===== config.mk =====
export PLATFORM = sky130hd
export DESIGN_NAME = multi_queue_byte_ring_buffer_core
export DESIGN_NICKNAME = d
export VERILOG_FILES = /design/src/rtl/core/mqbrb_pkg.sv /design/src/rtl/core/mqbrb_store.sv /design/src/rtl/core/mqbrb_ctrl.sv /design/src/rtl/core/multi_queue_byte_ring_buffer_core.sv
export SDC_FILE = /design/constraint.sdc
export NUM_CORES = 2
export LEC_CHECK = 0
export ABC_AREA = 1
export BUFFER_PORTS_ARGS = -buffer_cell sky130_fd_sc_hd__buf_2
export CAP_MARGIN = 40
export CORE_ASPECT_RATIO = 1.25
export CORE_MARGIN = 8
export CORE_UTILIZATION = 30
export DETAILED_ROUTE_END_ITERATION = 12
export PLACE_DENSITY = 0.42
export SLEW_MARGIN = 30
export SYNTH_ARGS = -nofsm -noshare
export SYNTH_HDL_FRONTEND = slang
export SYNTH_SLANG_ARGS = --single-unit
export TNS_END_PERCENT = 100

===== constraint.sdc =====
create_clock -name clk -period 7.4 [get_ports clk]
set_input_delay 1.11 -clock clk [delete_from_list [all_inputs] [get_ports clk]]
set_output_delay 1.11 -clock clk [all_outputs]
set_load 0.03 [all_outputs]

===== src/rtl/core/mqbrb_pkg.sv =====
// Package for the multi-queue byte ring buffer: sizes, command codes,
// word structs and the memory request struct shared by all core modules.
// No dependencies.
package mqbrb_pkg;

  localparam int NUM_QUEUES  = 4;
  localparam int QUEUE_DEPTH = 64;

  localparam int PTR_W      = $clog2(QUEUE_DEPTH);
  localparam int QSEL_W     = (NUM_QUEUES > 1) ? $clog2(NUM_QUEUES) : 1;
  localparam int STORE_SIZE = NUM_QUEUES * QUEUE_DEPTH;
  localparam int STORE_AW   = $clog2(STORE_SIZE);

  typedef logic [PTR_W-1:0]    ptr_t;
  typedef logic [QSEL_W-1:0]   qsel_t;
  typedef logic [STORE_AW-1:0] store_addr_t;

  typedef enum logic [1:0] {
    CMD_ENQUEUE = 2'd0,
    CMD_DEQUEUE = 2'd1,
    CMD_STATUS  = 2'd2
  } cmd_e;

  typedef struct packed {
    logic [1:0] command;
    logic [1:0] queue_index;
    logic [7:0] byte_in;
    logic       transmitter_idle;
  } in_word_t;

  typedef struct packed {
    logic [7:0] byte_out;
    logic       byte_valid;
    logic       stored;
    logic       sent_direct;
    logic       queue_empty;
    logic       queue_full;
  } out_word_t;

  // Per-item status flags, everything of the result but the byte itself.
  typedef struct packed {
    logic byte_valid;
    logic stored;
    logic sent_direct;
    logic queue_empty;
    logic queue_full;
  } res_flags_t;

  // One write port and one read port into the byte store.
  typedef struct packed {
    logic        we;
    store_addr_t waddr;
    logic [7:0]  wdata;
    logic        re;
    store_addr_t raddr;
  } mem_req_t;

endpackage


===== src/rtl/core/mqbrb_store.sv =====
// Byte store of the ring buffer bank: one write and one registered read per cycle.
// Depends on mqbrb_pkg for the request struct and store size.
module mqbrb_store
  import mqbrb_pkg::*;
(
  input  logic       clk,
  input  mem_req_t   mem_req,
  output logic [7:0] rd_data_r
);

  logic [7:0] mem [STORE_SIZE];

  always_ff @(posedge clk) begin
    if (mem_req.we) begin
      mem[mem_req.waddr] <= mem_req.wdata;
    end
  end

  // Hold the read data until the next read so a stalled result keeps its byte.
  always_ff @(posedge clk) begin
    if (mem_req.re) begin
      rd_data_r <= mem[mem_req.raddr];
    end
  end

endmodule


===== src/rtl/core/mqbrb_ctrl.sv =====
// Pointer bank and per-item decision logic of the ring buffer bank.
// Depends on mqbrb_pkg; drives the byte store request and the result flags.
module mqbrb_ctrl
  import mqbrb_pkg::*;
(
  input  logic       clk,
  input  logic       rst_n,
  input  logic       fire,
  input  in_word_t   item,
  input  logic [1:0] bypass_queue,
  output mem_req_t   mem_req,
  output res_flags_t res
);

  ptr_t wp_r [NUM_QUEUES];
  ptr_t rp_r [NUM_QUEUES];

  logic        in_range;
  qsel_t       qsel;
  ptr_t        wp;
  ptr_t        rp;
  ptr_t        nwp;
  ptr_t        nrp;
  logic        empty;
  logic        full;
  logic        do_store;
  logic        do_direct;
  logic        do_deq;
  store_addr_t base;

  always_comb begin
    in_range  = int'(item.queue_index) < NUM_QUEUES;
    qsel      = QSEL_W'(item.queue_index);
    wp        = wp_r[qsel];
    rp        = rp_r[qsel];
    nwp       = wp + ptr_t'(1);
    nrp       = rp + ptr_t'(1);
    empty     = (wp == rp);
    full      = (nwp == rp);
    base      = STORE_AW'(int'(qsel) * QUEUE_DEPTH);
    do_store  = 1'b0;
    do_direct = 1'b0;
    do_deq    = 1'b0;
    if (in_range) begin
      case (item.command)
        CMD_ENQUEUE: begin
          if (!full) begin
            if ((item.queue_index == bypass_queue) && item.transmitter_idle) begin
              do_direct = 1'b1;
            end else begin
              do_store = 1'b1;
            end
          end
        end
        CMD_DEQUEUE: begin
          do_deq = !empty;
        end
        default: begin
          // status query and the unused code change nothing
        end
      endcase
    end
  end

  always_comb begin
    res.byte_valid  = do_deq;
    res.stored      = do_store;
    res.sent_direct = do_direct;
    res.queue_empty = in_range ? empty : 1'b1;
    res.queue_full  = in_range ? full : 1'b0;
  end

  always_comb begin
    mem_req.we    = fire && do_store;
    mem_req.waddr = base + STORE_AW'(nwp);
    mem_req.wdata = item.byte_in;
    mem_req.re    = fire && do_deq;
    mem_req.raddr = base + STORE_AW'(nrp);
  end

  always_ff @(posedge clk) begin
    if (!rst_n) begin
      for (int i = 0; i < NUM_QUEUES; i++) begin
        wp_r[i] <= '0;
        rp_r[i] <= '0;
      end
    end else if (fire) begin
      if (do_store) begin
        wp_r[qsel] <= nwp;
      end
      if (do_deq) begin
        rp_r[qsel] <= nrp;
      end
    end
  end

  a_no_rw_same_item: assert property (@(posedge clk) disable iff (!rst_n)
    !(mem_req.we && mem_req.re))
    else $error("store written and read for one item");

  a_one_enq_outcome: assert property (@(posedge clk) disable iff (!rst_n)
    !(res.stored && res.sent_direct))
    else $error("byte both stored and sent direct");

  a_full_not_empty: assert property (@(posedge clk) disable iff (!rst_n)
    fire |-> !(res.queue_full && res.queue_empty))
    else $error("queue reported full and empty at once");

  a_store_leaves_data: assert property (@(posedge clk) disable iff (!rst_n)
    mem_req.we |=> (wp_r[$past(qsel)] != rp_r[$past(qsel)]))
    else $error("queue empty right after a byte was stored");

endmodule


===== src/rtl/core/multi_queue_byte_ring_buffer_core.sv =====
// Bank of byte ring buffers with a bypass queue for an idle transmitter.
// Path: an accepted word is registered in the input stage, then its flags in the result stage.
// Throughput: one word per cycle unless out_stall holds the stages; at most one store access per word.
// Reset (synchronous, rst_n low): clear pointers, bypass_queue and both valid stages.
// The byte store is not cleared; the pointer discipline never reads an unwritten entry.
// Depends on mqbrb_pkg, mqbrb_ctrl and mqbrb_store.
module multi_queue_byte_ring_buffer_core
  import mqbrb_pkg::*;
(
  input  logic       clk,
  input  logic       rst_n,
  input  logic       in_valid,
  output logic       in_stall,
  input  in_word_t   in_word,
  output logic       out_valid,
  input  logic       out_stall,
  output out_word_t  out_word,
  input  logic       cfg_valid,
  output logic       cfg_ready,
  input  logic [1:0] cfg_bypass_queue
);

  // Configuration register: always ready; to be written only while the bank is idle, not enforced.
  logic [1:0] bypass_r;

  // Input stage: the word being worked on.
  logic       s1_valid_r;
  logic       s1_valid_nxt;
  in_word_t   s1_item_r;

  // Result stage: flags registered here, the byte comes from the store read register.
  logic       out_valid_r;
  logic       out_valid_nxt;
  res_flags_t out_flags_r;

  logic       s1_adv;
  logic       in_fire;
  logic       fire;
  mem_req_t   mem_req;
  res_flags_t res;
  logic [7:0] rd_data;

  assign cfg_ready = 1'b1;

  // Advance the input stage whenever the result stage is empty or drains.
  assign s1_adv   = !out_valid_r || !out_stall;
  assign in_stall = s1_valid_r && !s1_adv;
  assign in_fire  = in_valid && !in_stall;
  assign fire     = s1_valid_r && s1_adv;

  always_comb begin
    s1_valid_nxt = s1_valid_r;
    if (in_fire) begin
      s1_valid_nxt = 1'b1;
    end else if (fire) begin
      s1_valid_nxt = 1'b0;
    end
    out_valid_nxt = s1_adv ? s1_valid_r : out_valid_r;
  end

  always_ff @(posedge clk) begin
    if (!rst_n) begin
      bypass_r    <= '0;
      s1_valid_r  <= 1'b0;
      out_valid_r <= 1'b0;
    end else begin
      if (cfg_valid && cfg_ready) begin
        bypass_r <= cfg_bypass_queue;
      end
      s1_valid_r  <= s1_valid_nxt;
      out_valid_r <= out_valid_nxt;
    end
  end

  // Payload registers: capture on accept, hold while stalled.
  always_ff @(posedge clk) begin
    if (in_fire) begin
      s1_item_r <= in_word;
    end
    if (fire) begin
      out_flags_r <= res;
    end
  end

  mqbrb_ctrl u_ctrl (
    .clk          (clk),
    .rst_n        (rst_n),
    .fire         (fire),
    .item         (s1_item_r),
    .bypass_queue (bypass_r),
    .mem_req      (mem_req),
    .res          (res)
  );

  mqbrb_store u_store (
    .clk       (clk),
    .mem_req   (mem_req),
    .rd_data_r (rd_data)
  );

  // Drop the stale read register onto zero when no byte was taken.
  always_comb begin
    out_word.byte_out    = out_flags_r.byte_valid ? rd_data : 8'd0;
    out_word.byte_valid  = out_flags_r.byte_valid;
    out_word.stored      = out_flags_r.stored;
    out_word.sent_direct = out_flags_r.sent_direct;
    out_word.queue_empty = out_flags_r.queue_empty;
    out_word.queue_full  = out_flags_r.queue_full;
  end

  assign out_valid = out_valid_r;

endmodule


Word level (Yosys, flattened, before mapping)
Memories as Yosys holds them, arrays and structs flattened. A register that Yosys moved wholly into a read port is not among the register bits. Cells that the tools add are included.

Input port bits: 20. Word-level logic and storage cells: 68. Register bits after elaboration: 22. RAM bits: 2096. Memories kept: 3. Output and inout port bits: 16.

Multiplexer cells: 27. Reduce and logical (&&, ||, !) cells: 17. Bitwise operators: 1. Eq/ne operators: 4. Add/subtract/negate cells: 4.

Memory list: u_store.mem (words 256, bits a word 8, read ports 1, clocked after Yosys merged registers in 1, write ports 1, line mqbrb_store.sv:11) `logic [7:0] mem [STORE_SIZE];`; u_ctrl.rp_r (words 4, bits a word 6, read ports 1, clocked after Yosys merged registers in 1, write ports 4, line mqbrb_ctrl.sv:16) `ptr_t rp_r [NUM_QUEUES];`; u_ctrl.wp_r (words 4, bits a word 6, read ports 1, clocked after Yosys merged registers in 1, write ports 4, line mqbrb_ctrl.sv:15) `ptr_t wp_r [NUM_QUEUES];`.

Operators with widths (number): $mux 1 (20); $add 8x6->8 (2); $add 6x1->6 const B (2); $eq 6x6->1 (2); $mux 6 (2); $reduce_or 6->1 (2); $mux 2 (4); $mux 8 (1); $logic_and 1x1->1 (6); $logic_not 1->1 (5); $eq 2x1->1 const B (1); $eq 2x2->1 (1); $logic_not 2->1 (1); $reduce_bool 2->1 (1); $reduce_or 2->1 (1); $logic_or 1x1->1 (1); $not 1->1 (1).

Longest topological paths before layout
Depth in word-level cells: 11. Gate-level depth with buffers: 24. Mapped depth without buffers: 20.

By module
A second synthesis with hierarchy kept.

Cell total of the unflattened synthesis: 7427. Area total of the unflattened synthesis: 87238.7 um^2.

Modules (own cells, without submodules): mqbrb_store (sequential area each 61739.2 um^2, cells each 7003, times used 1, area an instance 83476.3 um^2); mqbrb_ctrl (sequential area each 1441.4 um^2, cells each 365, times used 1, area an instance 2990.4 um^2); multi_queue_byte_ring_buffer_core (sequential area each 620.6 um^2, cells each 59, times used 1, area an instance 772.0 um^2).

Worst setup path before layout
No wires, ideal clock.

Path type: register -> register. From: register s1_item_r[1] in the netlist's numbering. To: memory u_store.mem[0][0] (data pin). Cell stages (with the launch flop): 1. Required time: 6.583 ns. Period minus slack after synthesis: 4.046 ns. Buffers on the path: 0. Library setup time: 0.817 ns. Arrival: 3.228 ns. Path slack: 3.354 ns. Cells stage by stage: edfxtp_1.

RTL lines: start, declared (line multi_queue_byte_ring_buffer_core.sv:29) `in_word_t s1_item_r;`; start signal, assigned (line multi_queue_byte_ring_buffer_core.sv:78) `s1_item_r <= in_word;`; end, declared (line mqbrb_store.sv:11).

No word-level cell before the write port.

==> reports/qor.yml <==
detailed_routing:
  wl_um: 309000
  routed_via_density: 5.08
  postRouteAntennaNets: 0
  wire_per_inst_um: 25.6
  drc: 0
  drt-pass1-iter-count: 8
  drt_iter0_drc: 5791
  vias: 61130
power_and_ir_drop:
  p_leak_nw: 36.7
  p_per_area_nw_per_um2: 285
  design_power_total_mw: 29.3
  irDropWorstVdd_mv: 0.204
setup_path:
  cp-end-kind: "flop"
  max_stage_delay_ns: 0.71
  critPathArrivalTime_ns: 6.81
  criticalPathCategory: "flop to flop"
  crit_chain: "buf_4 > inv_2 > nand2_1 > nand3_4 > nand2_4 > inv_8 > ha_4 > inv_8 > buf_16 > buf_4 > nand3_1 > nand3_1 > nand3_1 > nand3_1 > nand3_1 > nand3_1 > nand2_1 > inv_1 > nand2_1"
  slowest_stage: "nand2_4"
  critPathMostFrequentCell: "nand3_1"
  crit_required_ns: 8.04
  cp-start-kind: "flop"
  cp_max_fo: 54
clock_tree:
  clockBufferDepth: 4
  postCtsHoldBufs: 0
  cts_sinks: 2128
  post_cts_buffers: 0
  cts_root_buffer: "clkbuf_16"
  tritoncts: "built"
  ctsResizeCount: 0
  cts_buffers: 225
  htreeDepth: 4
  clock_latency_ns: 0.89
  path_clk_slew_ns: 0.06
sta:
  setup_violations: 0
  drv_slew: 0
  maxSlewHeadroom: 0.339
  rsz0062_at_grt: "false"
  worst_slew_pin_slew_ns: 0.991
  hold_viol: 0
  fin_tns_setup_ns: 0
  max_freq_mhz: 162
  fin_crit_sh: 0.833
  clock_skew_ns: 0.0502
  period_minus_slack_ns: 6.17
floorplan:
  num_rows: 225
  die_h_um: 630
  pin_count: 36
  die-area_um2: 320000
  core_area_um2: 300000
  initial_core_util: 0.301
  die_width_um: 507
placed_design:
  gp_congestion: 0.809
  io_buffers: 34
  place_inst: 11607
  hpwl_um: 176000
yosys:
  synth.distinct_cells: 35
  yosys_most_used_dff: "edfxtp_1"
  async_reset_ff_frac: 0
  netlist.area_leader.share: 0.704
  synth_edf_count: 2122
  syn_nets: 7978
  synth_most_common_cell: "nand3_1"
  synth_commonest_cells: "nand3_1, edfxtp_1, nand2_1"
  syn_inst: 7952
  synth_area_um2: 90500
  yosys-top-cells-area: "edfxtp_1, nand3_1, nand2_1"
  synth_top_cell_by_area: "edfxtp_1"
  syn_avg_cell_area_um2: 11.4
  yosysWarnings: 0
  synth-seq-area-share: 0.705
  ys_ff_latch: 2128
global_routing:
  antenna_found_initial: 9
  grt_pass1_vias: 60269
  grtUsageTotal: 0.186
  overflow: 0
  grt_max_degree: 162
  grt_pass1_wl_um: 443000
job:
  drv_cap: 0
cells_and_area:
  layout-drive-gt1-share: 0.0815
  stdcell_count: 12037
  nNetsFinal: 7922
  areaGrowthSynthToFinish_pct: 13.8
hold_path:
  hold_path.class: "primary input to flop"
run_status:
  status: "completed"
==> per-stage QoR <==
step / utilization / hold slack [ns] / area (um2) / worst slack [ns]
after floorplan: - / 0.454 / 90500 / 3.35
after detailed placement: 0.319 / 0.485 / 95800 / 1.12
after global routing: 0.343 / 0.356 / 103000 / 0.889
after global placement: 0.317 / 0.470 / 95200 / 1.17
final: 0.343 / 0.392 / 103000 / 1.23
after CTS: 0.342 / 0.323 / 103000 / 1.08
==> worst max-delay path: cells and delay by family (launching register included) <==
| family | cells | cell delay, ns |
|---|---|---|
| DFF | 1 | 0.32 |
| buffers and inverters | 7 | 1.94 |
| adders and majority gates | 1 | 0.47 |
| and+or+nand+nor | 11 | 2.94 |
==> flip-flops by register name, summed over array words and instances (netlist names), named ones only <==
register,count
u_store.mem,2048
u_ctrl.rp_r,24
u_ctrl.wp_r,24
s1_item_r,13
u_store.rd_data_r,8
out_word,5
bypass_r,2
out_valid,1
s1_valid_r,1
==> area by class of cell <==
type | instances | area [um2]
repair buffers | 296 | 2850
clock buffers | 277 | 5870
multi-input cells | 4716 | 22500
flip-flops and latches | 2128 | 63800
inverters | 529 | 2020
diodes | 2 | 5.00
well taps | 3972 | 4970
fillers | 29737 | 197000
clock inverters | 117 | 1030
==> worst paths after layout <==
check / from / to / slack [ns] / cells past startpoint
min: in_word[11] / s1_item_r[11] / 0.39 / 1
max: flop / u_store.rd_data_r[4] / 1.23 / 19
max reg2reg: flop / u_store.rd_data_r[4] / 1.23 / 19
min reg2reg: s1_valid_r / out_valid / 0.49 / 2
==> cells by family (layout without fill, tap and decap cells) <==
kind of cell	after synthesis	after routing	synth area share
AND/OR/NAND/NOR	4651	4651	0.241
flip-flops	2128	2128	0.705
buffers and inverters	1108	1219	0.0490
AO/OA/AOI/OAI	48	48	0.00275
XOR/XNOR	10	10	0.00126
adder cells (fa/ha/maj)	6	6	0.000829
other	1	3	0.0000414
==> report_power, final <==
part | switching, mW | leakage (nW) | internal (mW) | total [mW]
clock network | 4.77 | 3.36 | 6.26 | 11.0
logic | 3.74 | 14.2 | 1.26 | 5.00
registers | 0.0194 | 19.2 | 13.3 | 13.3
==> placed cells by master (no fill, tap or decap), types with 45 or more instances in the layout <==
cell type / netlist / layout
nand3b_1: 324 / 324
buf_4: 11 / 179
edfxtp_1: 2122 / 2122
nor2_1: 298 / 277
clkbuf_1: 359 / 50
buf_12: 0 / 45
inv_1: 517 / 514
clkinv_1: 1 / 61
clkbuf_16: 0 / 227
nand3_1: 2373 / 2369
nand2_1: 1594 / 1586
==> per-layer routing <==
metal,share of wire,track usage,up-vias
met5,0.000058,0,-
met4,0.034,0.0600,4
met3,0.053,0.0246,454
met2,0.49,0.321,1837
met1,0.42,0.243,30969
li1,-,-,27866
No activity file was read; power rests on OpenSTA's default activity.
